### src/design/tapv_pkg.sv
// Shared types, widths and constants of the three-axis PID velocity block.
package tapv_pkg;

    localparam int AXES = 3;

    localparam int ERR_W  = 32;
    localparam int GAIN_W = 24;
    localparam int DT_W   = 20;
    localparam int SUM_W  = 48;
    localparam int TOT_W  = 64;
    localparam int VEL_W  = 32;

    localparam int MC_W = 57;
    localparam int ML_W = GAIN_W;
    localparam int PR_W = 77;
    localparam int DV_W = 68;
    localparam int DS_W = DT_W;

    localparam int MUL_STEPS = ML_W;
    localparam int DIV_STEPS = DV_W;
    localparam int CNT_W     = $clog2(DIV_STEPS + 1);

    localparam logic [DS_W-1:0] MICRO = DS_W'(1000000);

    localparam int CFG_IDX_W = 2;
    localparam logic [CFG_IDX_W-1:0] CFG_GAIN_PROP  = 2'd0;
    localparam logic [CFG_IDX_W-1:0] CFG_GAIN_INTEG = 2'd1;
    localparam logic [CFG_IDX_W-1:0] CFG_GAIN_DERIV = 2'd2;

    localparam logic [GAIN_W-1:0] KP_RESET = GAIN_W'(589824);
    localparam logic [GAIN_W-1:0] KI_RESET = GAIN_W'(0);
    localparam logic [GAIN_W-1:0] KD_RESET = GAIN_W'(13107);

    typedef enum logic [8:0] {
        ST_IDLE   = 9'b000000001,
        ST_MUL_P  = 9'b000000010,
        ST_MUL_IS = 9'b000000100,
        ST_DIV_I  = 9'b000001000,
        ST_MUL_IK = 9'b000010000,
        ST_MUL_DK = 9'b000100000,
        ST_MUL_DM = 9'b001000000,
        ST_DIV_D  = 9'b010000000,
        ST_FIN    = 9'b100000000
    } t_state;

    typedef struct packed {
        t_state state;
        logic   take;
        logic   mul_load;
        logic   mul_step;
        logic   div_load;
        logic   div_step;
    } t_ctrl;

endpackage

### src/design/tapv_mul.sv
// Bit-serial shift-and-add multiplier, one multiplier bit per cycle while i_step is high.
module tapv_mul
    import tapv_pkg::*;
(
    input  logic            i_clk,
    input  logic            i_load,
    input  logic            i_step,
    input  logic [MC_W-1:0] i_mcand,
    input  logic [ML_W-1:0] i_mplr,
    output logic [PR_W-1:0] o_prod
);

    logic [PR_W-1:0] r_acc;
    logic [PR_W-1:0] r_mcand;
    logic [ML_W-1:0] r_mplr;

    always_ff @(posedge i_clk) begin
        if (i_load) begin
            r_acc   <= '0;
            r_mcand <= PR_W'(i_mcand);
            r_mplr  <= i_mplr;
        end else if (i_step) begin
            if (r_mplr[0]) begin
                r_acc <= r_acc + r_mcand;
            end
            r_mcand <= r_mcand << 1;
            r_mplr  <= r_mplr >> 1;
        end
    end

    assign o_prod = r_acc;

endmodule

### src/design/tapv_div.sv
// Restoring divider that produces one quotient bit per cycle while i_step is high.
module tapv_div
    import tapv_pkg::*;
(
    input  logic            i_clk,
    input  logic            i_load,
    input  logic            i_step,
    input  logic [DV_W-1:0] i_dvd,
    input  logic [DS_W-1:0] i_dvsr,
    output logic [DV_W-1:0] o_quot
);

    logic [DV_W-1:0] r_q;
    logic [DS_W-1:0] r_rem;
    logic [DS_W-1:0] r_dvsr;
    logic [DS_W:0]   w_rem_sh;
    logic [DS_W:0]   w_diff;
    logic            w_ge;
    logic [DS_W-1:0] n_rem;

    always_comb begin
        w_rem_sh = {r_rem, r_q[DV_W-1]};
        w_diff   = w_rem_sh - {1'b0, r_dvsr};
        w_ge     = (w_rem_sh >= {1'b0, r_dvsr});
        n_rem    = w_ge ? w_diff[DS_W-1:0] : w_rem_sh[DS_W-1:0];
    end

    always_ff @(posedge i_clk) begin
        if (i_load) begin
            r_q    <= i_dvd;
            r_rem  <= '0;
            r_dvsr <= i_dvsr;
        end else if (i_step) begin
            r_q   <= {r_q[DV_W-2:0], w_ge};
            r_rem <= n_rem;
        end
    end

    assign o_quot = r_q;

endmodule

### src/design/tapv_lane.sv
// One axis: running error sum, serial multiplier and divider, and term accumulation.
module tapv_lane
    import tapv_pkg::*;
(
    input  logic              i_clk,
    input  logic              i_rst_n,
    input  t_ctrl             i_ctrl,
    input  logic [GAIN_W-1:0] i_kp,
    input  logic [GAIN_W-1:0] i_ki,
    input  logic [GAIN_W-1:0] i_kd,
    input  logic [DT_W-1:0]   i_dt,
    input  logic [ERR_W-1:0]  i_err,
    input  logic [ERR_W-1:0]  i_prev_err,
    output logic [VEL_W-1:0]  o_vel
);

    logic [SUM_W-1:0] r_sum;
    logic [ERR_W-1:0] r_mag_e;
    logic             r_neg_e;
    logic [ERR_W:0]   r_mag_d;
    logic             r_neg_d;
    logic [SUM_W-1:0] r_mag_s;
    logic             r_neg_s;
    logic [TOT_W-1:0] r_total;

    logic [SUM_W:0]   w_s_wide;
    logic [SUM_W-1:0] w_s_sat;
    logic [ERR_W:0]   w_d;
    logic [MC_W-1:0]  w_mcand;
    logic [ML_W-1:0]  w_mplr;
    logic [DV_W-1:0]  w_dvd;
    logic [DS_W-1:0]  w_dvsr;
    logic [PR_W-1:0]  w_prod;
    logic [DV_W-1:0]  w_quot;
    logic [TOT_W-1:0] w_term_p;
    logic [TOT_W-1:0] w_term_i;
    logic [TOT_W-1:0] w_term_d;
    logic [TOT_W-1:0] w_sum_all;

    always_comb begin
        w_s_wide = {r_sum[SUM_W-1], r_sum}
                 + {{(SUM_W-ERR_W+1){i_err[ERR_W-1]}}, i_err};
        if (w_s_wide[SUM_W] != w_s_wide[SUM_W-1]) begin
            w_s_sat = w_s_wide[SUM_W] ? {1'b1, {(SUM_W-1){1'b0}}}
                                      : {1'b0, {(SUM_W-1){1'b1}}};
        end else begin
            w_s_sat = w_s_wide[SUM_W-1:0];
        end
        w_d = {i_err[ERR_W-1], i_err} - {i_prev_err[ERR_W-1], i_prev_err};
    end

    always_ff @(posedge i_clk) begin
        if (!i_rst_n) begin
            r_sum <= '0;
        end else if (i_ctrl.take) begin
            r_sum <= w_s_sat;
        end
    end

    always_ff @(posedge i_clk) begin
        if (i_ctrl.take) begin
            r_neg_e <= i_err[ERR_W-1];
            r_mag_e <= i_err[ERR_W-1] ? (~i_err + ERR_W'(1)) : i_err;
            r_neg_d <= w_d[ERR_W];
            r_mag_d <= w_d[ERR_W] ? (~w_d + (ERR_W+1)'(1)) : w_d;
            r_neg_s <= w_s_sat[SUM_W-1];
            r_mag_s <= w_s_sat[SUM_W-1] ? (~w_s_sat + SUM_W'(1)) : w_s_sat;
        end
    end

    always_comb begin
        w_mcand = '0;
        w_mplr  = '0;
        w_dvd   = '0;
        w_dvsr  = '0;
        unique case (i_ctrl.state) inside
            ST_MUL_P: begin
                w_mcand = MC_W'(r_mag_e);
                w_mplr  = i_kp;
            end
            ST_MUL_IS: begin
                w_mcand = MC_W'(r_mag_s);
                w_mplr  = ML_W'(i_dt);
            end
            ST_DIV_I: begin
                w_dvd  = w_prod[DV_W-1:0];
                w_dvsr = MICRO;
            end
            ST_MUL_IK: begin
                w_mcand = MC_W'(w_quot[SUM_W-1:0]);
                w_mplr  = i_ki;
            end
            ST_MUL_DK: begin
                w_mcand = MC_W'(r_mag_d);
                w_mplr  = i_kd;
            end
            ST_MUL_DM: begin
                w_mcand = w_prod[MC_W-1:0];
                w_mplr  = ML_W'(MICRO);
            end
            ST_DIV_D: begin
                w_dvd  = DV_W'(w_prod[PR_W-1:16]);
                w_dvsr = i_dt;
            end
            default: begin
                w_mcand = '0;
            end
        endcase
    end

    tapv_mul u_mul (
        .i_clk   (i_clk),
        .i_load  (i_ctrl.mul_load),
        .i_step  (i_ctrl.mul_step),
        .i_mcand (w_mcand),
        .i_mplr  (w_mplr),
        .o_prod  (w_prod)
    );

    tapv_div u_div (
        .i_clk  (i_clk),
        .i_load (i_ctrl.div_load),
        .i_step (i_ctrl.div_step),
        .i_dvd  (w_dvd),
        .i_dvsr (w_dvsr),
        .o_quot (w_quot)
    );

    // Each term is a truncated magnitude that takes its sign only when it is added.
    always_comb begin
        w_term_p  = TOT_W'(w_prod[55:16]);
        w_term_i  = TOT_W'(w_prod[71:16]);
        w_term_d  = TOT_W'(w_quot[60:0]);
        w_sum_all = r_total + (r_neg_d ? (TOT_W'(0) - w_term_d) : w_term_d);
        if (!w_sum_all[TOT_W-1] && (|w_sum_all[TOT_W-2:VEL_W-1])) begin
            o_vel = {1'b0, {(VEL_W-1){1'b1}}};
        end else if (w_sum_all[TOT_W-1] && !(&w_sum_all[TOT_W-2:VEL_W-1])) begin
            o_vel = {1'b1, {(VEL_W-1){1'b0}}};
        end else begin
            o_vel = w_sum_all[VEL_W-1:0];
        end
    end

    always_ff @(posedge i_clk) begin
        if (i_ctrl.mul_load && i_ctrl.state == ST_MUL_IS) begin
            r_total <= r_neg_e ? (TOT_W'(0) - w_term_p) : w_term_p;
        end else if (i_ctrl.mul_load && i_ctrl.state == ST_MUL_DK) begin
            r_total <= r_total + (r_neg_s ? (TOT_W'(0) - w_term_i) : w_term_i);
        end
    end

endmodule

### config.mk
export PLATFORM = sky130hd
export DESIGN_NAME = tapv_lane
export DESIGN_NICKNAME = d
export VERILOG_FILES = /design/src/design/tapv_pkg.sv /design/src/design/tapv_mul.sv /design/src/design/tapv_div.sv /design/src/design/tapv_lane.sv
export SDC_FILE = /design/constraint.sdc
export NUM_CORES = 2
export LEC_CHECK = 0
export BUFFER_PORTS_ARGS = -buffer_cell sky130_fd_sc_hd__buf_2
export CAP_MARGIN = 20
export CORE_UTILIZATION = 25
export CTS_CLUSTER_SIZE = 25
export DETAILED_ROUTE_END_ITERATION = 10
export PLACE_DENSITY = 0.36
export SLEW_MARGIN = 0
export SYNTH_ARGS = -nofsm -noshare
export SYNTH_HDL_FRONTEND = slang
export SYNTH_SLANG_ARGS = --single-unit
### constraint.sdc
create_clock -name i_clk -period 18.2 [get_ports i_clk]
set_clock_uncertainty 0.1 [all_clocks]
set_input_delay 3.64 -clock i_clk [delete_from_list [all_inputs] [get_ports i_clk]]
set_output_delay 3.64 -clock i_clk [all_outputs]
set_load 0.005 [all_outputs]
; After elaboration in Yosys (flattened, before gate mapping)
; Cells that the tools add are included.
[classes]
reduce_logical = 12
n_eq_ne = 8
mux = 23
bitwise = 3
addsub = 12
n_lt_le_gt_ge = 1
[op_table]
columns = operator, n
row1 = 2-to-1 mux 64 bit, 5
row2 = one-hot mux 57 bit (5 select lines), 1
row3 = 2-to-1 mux 68 bit, 2
row4 = one-hot mux 68 bit (2 select lines), 1
row5 = adder 64 bit, 2
row6 = one-hot mux 24 bit (5 select lines), 1
row7 = 2-to-1 mux 57 bit, 2
row8 = 2-to-1 mux 32 bit, 3
row9 = 2-to-1 mux 48 bit, 2
row10 = adder 77 bit, 1
row11 = "subtractor 1 x 61 -> 62 bit, first input constant", 1
row12 = "subtractor 1 x 56 -> 57 bit, first input constant", 1
row13 = adder 48 x 32 -> 49 bit, 1
row14 = "adder 48 x 1 -> 48 bit, second input constant", 1
row15 = 2-to-1 mux 24 bit, 2
row16 = NOT 48 bit, 1
row17 = 2-to-1 mux 47 bit, 1
row18 = "subtractor 1 x 40 -> 41 bit, first input constant", 1
row19 = one-hot mux 20 bit (2 select lines), 1
row20 = "adder 33 x 1 -> 33 bit, second input constant", 1
row21 = NOT 33 bit, 1
row22 = subtractor 32 x 32 -> 33 bit, 1
row23 = "adder 32 x 1 -> 32 bit, second input constant", 1
row24 = NOT 32 bit, 1
row25 = other kinds (18), 24
[word_totals]
wordCells = 77
output_inout_bits = 32
reg_bits = 514
inputBits = 172

; Longest topological paths before layout
[logic_depth]
word_depth = 8
mapped_depth = 30

; Modules after synthesis
; A second synthesis with hierarchy kept.
[unflattened]
cells_unflattened = 5555
area_unflattened_um2 = 46458.3
[by_module_without_submodules]
columns = mod, seq_area_each_um2, n_inst, area_each_um2, cells_each
row1 = tapv_lane, 6366.1, 1, 29418.2, 3831
row2 = tapv_mul, 4374.2, 1, 11494.8, 1278
row3 = tapv_div, 3042.9, 1, 5545.3, 446

; Worst setup path before layout
; OpenSTA, ideal clock, no wires.
[synth_timing]
kind = reg-to-output
startpoint = register u_div.r_q[0] (netlist: u_div.o_quot[0])
endpoint = output port o_vel[10]
setup_slack_ps = 7423
path_stages_with_launch = 26
t_required_ps = 14460
arrival_ps = 7037
cell_sequence = edfxtp_1 > or3_4 > or4_4 > or4_4 > or4_4 > or3_4 > nand2b_4 > or4_4 > or3_1 > buf_6 > o31ai_1 > xnor2_1 > ha_1 > clkbuf_1 > and3_1 > a221o_1 > a221oi_1 > and2_1 > clkbuf_1 > xnor2_1 > or3b_2 > nor4_1 > nor4b_1 > a41o_2 > buf_6 > nand4_1
[synth_via]
elab_chain_len = 8
[synth_lines]
columns = element, line_no
row1 = from (decl), tapv_div.sv:13  ; logic [DV_W-1:0] r_q;
row2 = from (signal assigned), tapv_div.sv:30  ; r_q <= i_dvd;
row3 = from (signal assigned), tapv_div.sv:34  ; r_q <= {r_q[DV_W-2:0], w_ge};
row4 = subtractor 1 x 61 -> 62 bit, tapv_lane.sv:134  ; w_sum_all = r_total + (r_neg_d ? (TOT_W'(0) - w_term_d) : w_term_d);
row5 = 2-to-1 mux 64 bit *, tapv_lane.sv:134
row6 = adder 64 bit *, tapv_lane.sv:134
row7 = AND reduction 32 bit, tapv_lane.sv:137  ; end else if (w_sum_all[TOT_W-1] && !(&w_sum_all[TOT_W-2:VEL_W-1])) begin
row8 = logical NOT 1 bit, tapv_lane.sv:137
row9 = logical AND 1 bit, tapv_lane.sv:137
row10 = 2-to-1 mux 32 bit, tapv_lane.sv:137
row11 = 2-to-1 mux 32 bit *, tapv_lane.sv:135  ; if (!w_sum_all[TOT_W-1] && (|w_sum_all[TOT_W-2:VEL_W-1])) begin
row12 = to (decl), tapv_lane.sv:14  ; output logic [VEL_W-1:0] o_vel
; Mark *: on every way between the ends. The rest lies on a longest branch, timed or not.

; Worst setup path in the final report
[layout_timing]
startpoint = register u_div.r_q[5] (netlist: u_div.o_quot[5])
endpoint = output port o_vel[8]
; The elaborated chain is that of the path after synthesis.

==> results.toml <==
[detailed_routing]
detailroute.wirelength.met2_um = 84500
drtPass1Iterations = 7
wl_per_cell_um = 24.03
dr.first_iter.drc_count = 3426
num_vias = 42180
ant_nets = 0
drcViolationCount = 0
routed-wl-met3_um = 7717
vias_per_cell = 5.348
routedLengthMet1_um = 93410
highest-signal-layer = "met5"
finalWirelength_um = 189500

[synth]
ys_top_cells_by_area = "sky130_fd_sc_hd__edfxtp_1 23%, sky130_fd_sc_hd__ha_1 9.0%, sky130_fd_sc_hd__dfxtp_1 7.4%, sky130_fd_sc_hd__xnor2_1 7.4%, sky130_fd_sc_hd__a21oi_1 5.0%"
postSynthNetCount = 5946
syn_area_um2 = 44730
synthDominantAreaCellType = "sky130_fd_sc_hd__edfxtp_1"
synth_most_common_cell = "sky130_fd_sc_hd__nand2_1"
syn-mean-instance-area_um2 = 8.210
synth-edff-count = 349
synthesis.instances = 5448
ys_warnings = 0
synth.lib_cells_used.distinct = 85
ys_top_cells_by_count = "549 x sky130_fd_sc_hd__nand2_1, 508 x sky130_fd_sc_hd__nor2_1, 451 x sky130_fd_sc_hd__a21oi_1, 376 x sky130_fd_sc_hd__xnor2_1, 358 x sky130_fd_sc_hd__o21ai_0"
postSynth.topFlopCell = "sky130_fd_sc_hd__edfxtp_1"
sequential_share_of_the_synthesized_area_pct = 30.81
portion_of_synthesized_cell_area_occupied_by_the_leading_cell_type_pct = 23.43
postSynth.asyncResetShare_pct = 0
synth.ff_latch_count = 514

[timing]
max_freq_mhz = 78.37
report.final.slew_viol_count = 0
relSlewSlack_pct = 10.29
setup-tns-final_ns = 0
holdWs_ns = 0.3727
post-route-min-period_ns = 12.76
timing_hold_violations_final = 0
post-route-period-util_pct = 70.11
setup_viol = 0
grt_setup_unrepaired = "false"
worstMarginPinSlew_ns = 1.336

[pwr]
power.share.sequential_pct = 24.8
netSwitchingFraction_pct = 46.22
vdd_ir_drop_max_v = 0.0001270
combinationalPowerShare_pct = 53.6
p_int_mw = 3.670
power.density_cell_area_nw_per_um2 = 134.7
net-switching-power_mw = 3.155
clock_power_share_pct = 21.6
power.static_leakage_nw = 19.71

[final_layout]
finish.cell_count_without_fillers = 7887
num_antenna_cells = 0
drive_above_1_share_pct = 8.798
finish.net_count = 5984
area_growth_syn_to_layout_pct = 13.26
layout.core_utilization_pct = 28.64

[clock_network]
cts.sinks = 514
postCtsHoldBufs = 0
clk_latency_ns = 0.70
clock_tree.htree_level_count = 3
clock_tree.buffer_depth = 3
cell_at_the_root_of_the_clock_tree = "sky130_fd_sc_hd__clkbuf_16"
path_clk_slew_ns = 0.06
cts_buffers = 73
tritoncts = "built"
post-cts-setup-buffers = 0
post_cts_resize_count = 0

[floorplanning]
io_pins = 204
die_w_um = 425.0
fp-row-count = 154
design.die.area_um2 = 180600
die-height_um = 425.0
core_region_area_um2 = 176900
initial_core_utilization_pct = 25.29

[critical_path]
slowest_stage = "sky130_fd_sc_hd__or4_1"
setup.reg_to_reg.worst_slack_ns = 10.12
critical_path_s_top_delay_family = "simple AND/OR/NAND/NOR gates"
cpMostUsedCell = "sky130_fd_sc_hd__or3_1"
crit_type = "flip-flop to primary output"
crit_path_cell_trace = "or3_1 > or4_1 > or4_1 > or3_1 > or2_2 > or3_1 > nand2b_1 > or4_1 > or3_1 > o21ai_1 > xnor2_1 > ha_1 > and3_1 > a221o_1 > a221oi_1 > and2_1 > xnor2_1 > or3b_2 > nor4_1 > nor4b_1 > a41o_2 > nand4_1 > buf_2"
timing.critical_path.buf_inv = 1
worst_setup_path_end_kind = "primary output"
timing.critical_path.arrival_ns = 9.02
crit_path_max_incr_delay_ns = 0.66
critical_path_required_ns = 14.46
startpoint_type = "flip-flop"
critical_path_peak_fanout = 31

[outcome]
run_status = "completed"

[placed_design]
gpl.final_weighted_congestion = 0.8830
io_buffers = 203
dp_cells = 7750
dp_hpwl_um = 149000

[job]
cap_violations = 0

[global_routing]
vias_in_the_first_global_route = 40590
grt_max_degree = 96
global_route_wire_length_before_repair_um = 279200
number_of_antenna_violations_at_the_first_check_in_global_routing = 10
gr-usage-all-layers_pct = 20.34
grt_remaining_overflow = 0

[worst_hold_path]
min-delay-path-class = "flip-flop to flip-flop"
[placed cells by master (no fill, tap or decap), types with 46 or more instances in the layout]
cell	synthesis	final
sky130_fd_sc_hd__a211oi_1	83	83
sky130_fd_sc_hd__a21o_1	165	165
sky130_fd_sc_hd__a21oi_1	451	448
sky130_fd_sc_hd__a221oi_1	86	86
sky130_fd_sc_hd__a31oi_1	87	87
sky130_fd_sc_hd__buf_2	3	201
sky130_fd_sc_hd__buf_4	1	100
sky130_fd_sc_hd__clkbuf_16	0	74
sky130_fd_sc_hd__dfxtp_1	165	165
sky130_fd_sc_hd__edfxtp_1	349	349
sky130_fd_sc_hd__ha_1	320	320
sky130_fd_sc_hd__inv_1	165	162
sky130_fd_sc_hd__nand2_1	549	547
sky130_fd_sc_hd__nand2b_1	49	49
sky130_fd_sc_hd__nand3_1	160	160
sky130_fd_sc_hd__nand4_1	136	136
sky130_fd_sc_hd__nor2_1	508	506
sky130_fd_sc_hd__nor3_1	81	81
sky130_fd_sc_hd__o21a_1	52	52
sky130_fd_sc_hd__o21ai_0	358	357
sky130_fd_sc_hd__o21bai_1	46	46
sky130_fd_sc_hd__o31ai_1	61	61
sky130_fd_sc_hd__or3_1	58	58
sky130_fd_sc_hd__xnor2_1	376	374
sky130_fd_sc_hd__xor2_1	117	117
[worst paths after layout]
kind | depth (start not counted) | from | end
max | 23 | u_div.o_quot[5]$_DFFE_PP_ | o_vel[8]
min | 2 | u_div.r_rem[19]$_SDFFE_PP0P_ | u_div.r_rem[19]$_SDFFE_PP0P_
max reg2reg | 26 | u_mul.o_prod[18]$_SDFFE_PP0P_ | r_total[48]$_DFFE_PP_
min reg2reg | 2 | u_div.r_rem[19]$_SDFFE_PP0P_ | u_div.r_rem[19]$_SDFFE_PP0P_
[metal layers]
layer	vias up	track usage, %
met2	979	32.00
met1	20620	29.64
met5	-	0
met3	179	2.065
met4	4	4.604
li1	20400	-
[cell type report]
class / instances / area (µm²)
clock buffer: 101 / 2043
fill: 19130 / 126200
clock inverter: 35 / 362.8
timing repair buffer: 306 / 1819
tap: 2340 / 2928
multi-input combinational: 4424 / 29100
inverter: 167 / 626.9
sequential: 514 / 13780
[worst min-delay path: stages (launching register included)]
cell and delay [ns]:
sky130_fd_sc_hd__dfxtp_1 0.32, sky130_fd_sc_hd__nand2_1 0.06, sky130_fd_sc_hd__o41ai_1 0.06
[power groups by stage]
stage / Clock, mW / Combinational, mW / Sequential, mW
2_1_floorplan: 0 / 2.47 / 1.63
3_3_place_gp: 0 / 3.65 / 1.72
3_5_place_dp: 0 / 3.63 / 1.72
4_1_cts: 1.52 / 3.65 / 1.70
5_1_grt: 1.55 / 4.02 / 1.70
6_report: 1.47 / 3.66 / 1.70
[stage by stage]
step / cell area (µm²) / setup WS (ns) / power, mW
floorplan: 44730 / 7.423 / 4.095
global placement: 48190 / 6.349 / 5.375
detailed placement: 48240 / 6.213 / 5.350
CTS: 50650 / 5.406 / 6.864
global route: 50660 / 4.870 / 7.275
finish: 50660 / 5.441 / 6.825
[registers in the layout, summed over array words and instances, names as in the netlist]
name           cells
r_total           64
u_mul.r_mplr      24
u_div.r_dvsr      20
u_div.o_quot      68
u_div.r_rem       20
u_mul.o_prod      77
r_mag_e           32
r_neg_d            1
r_mag_d           33
r_mag_s           48
u_mul.r_mcand     77
r_neg_e            1
r_sum             48
r_neg_s            1
[cells by family (layout without fill, tap and decap cells)]
| family | count (synthesis) | count (layout) | synth area share (%) |
|---|---|---|---|
| AOI/OAI and AO/OA | 1732 | 1732 | 25.43 |
| muxes | 47 | 47 | 1.057 |
| xor gates and xnor gates | 494 | 494 | 9.690 |
| and+or+nand+nor | 1825 | 1825 | 19.42 |
| DFF | 514 | 514 | 30.81 |
| adders and majority gates | 326 | 326 | 9.220 |
| buffers and inverters | 510 | 609 | 4.375 |
No activity file was read; power rests on OpenSTA's default activity.
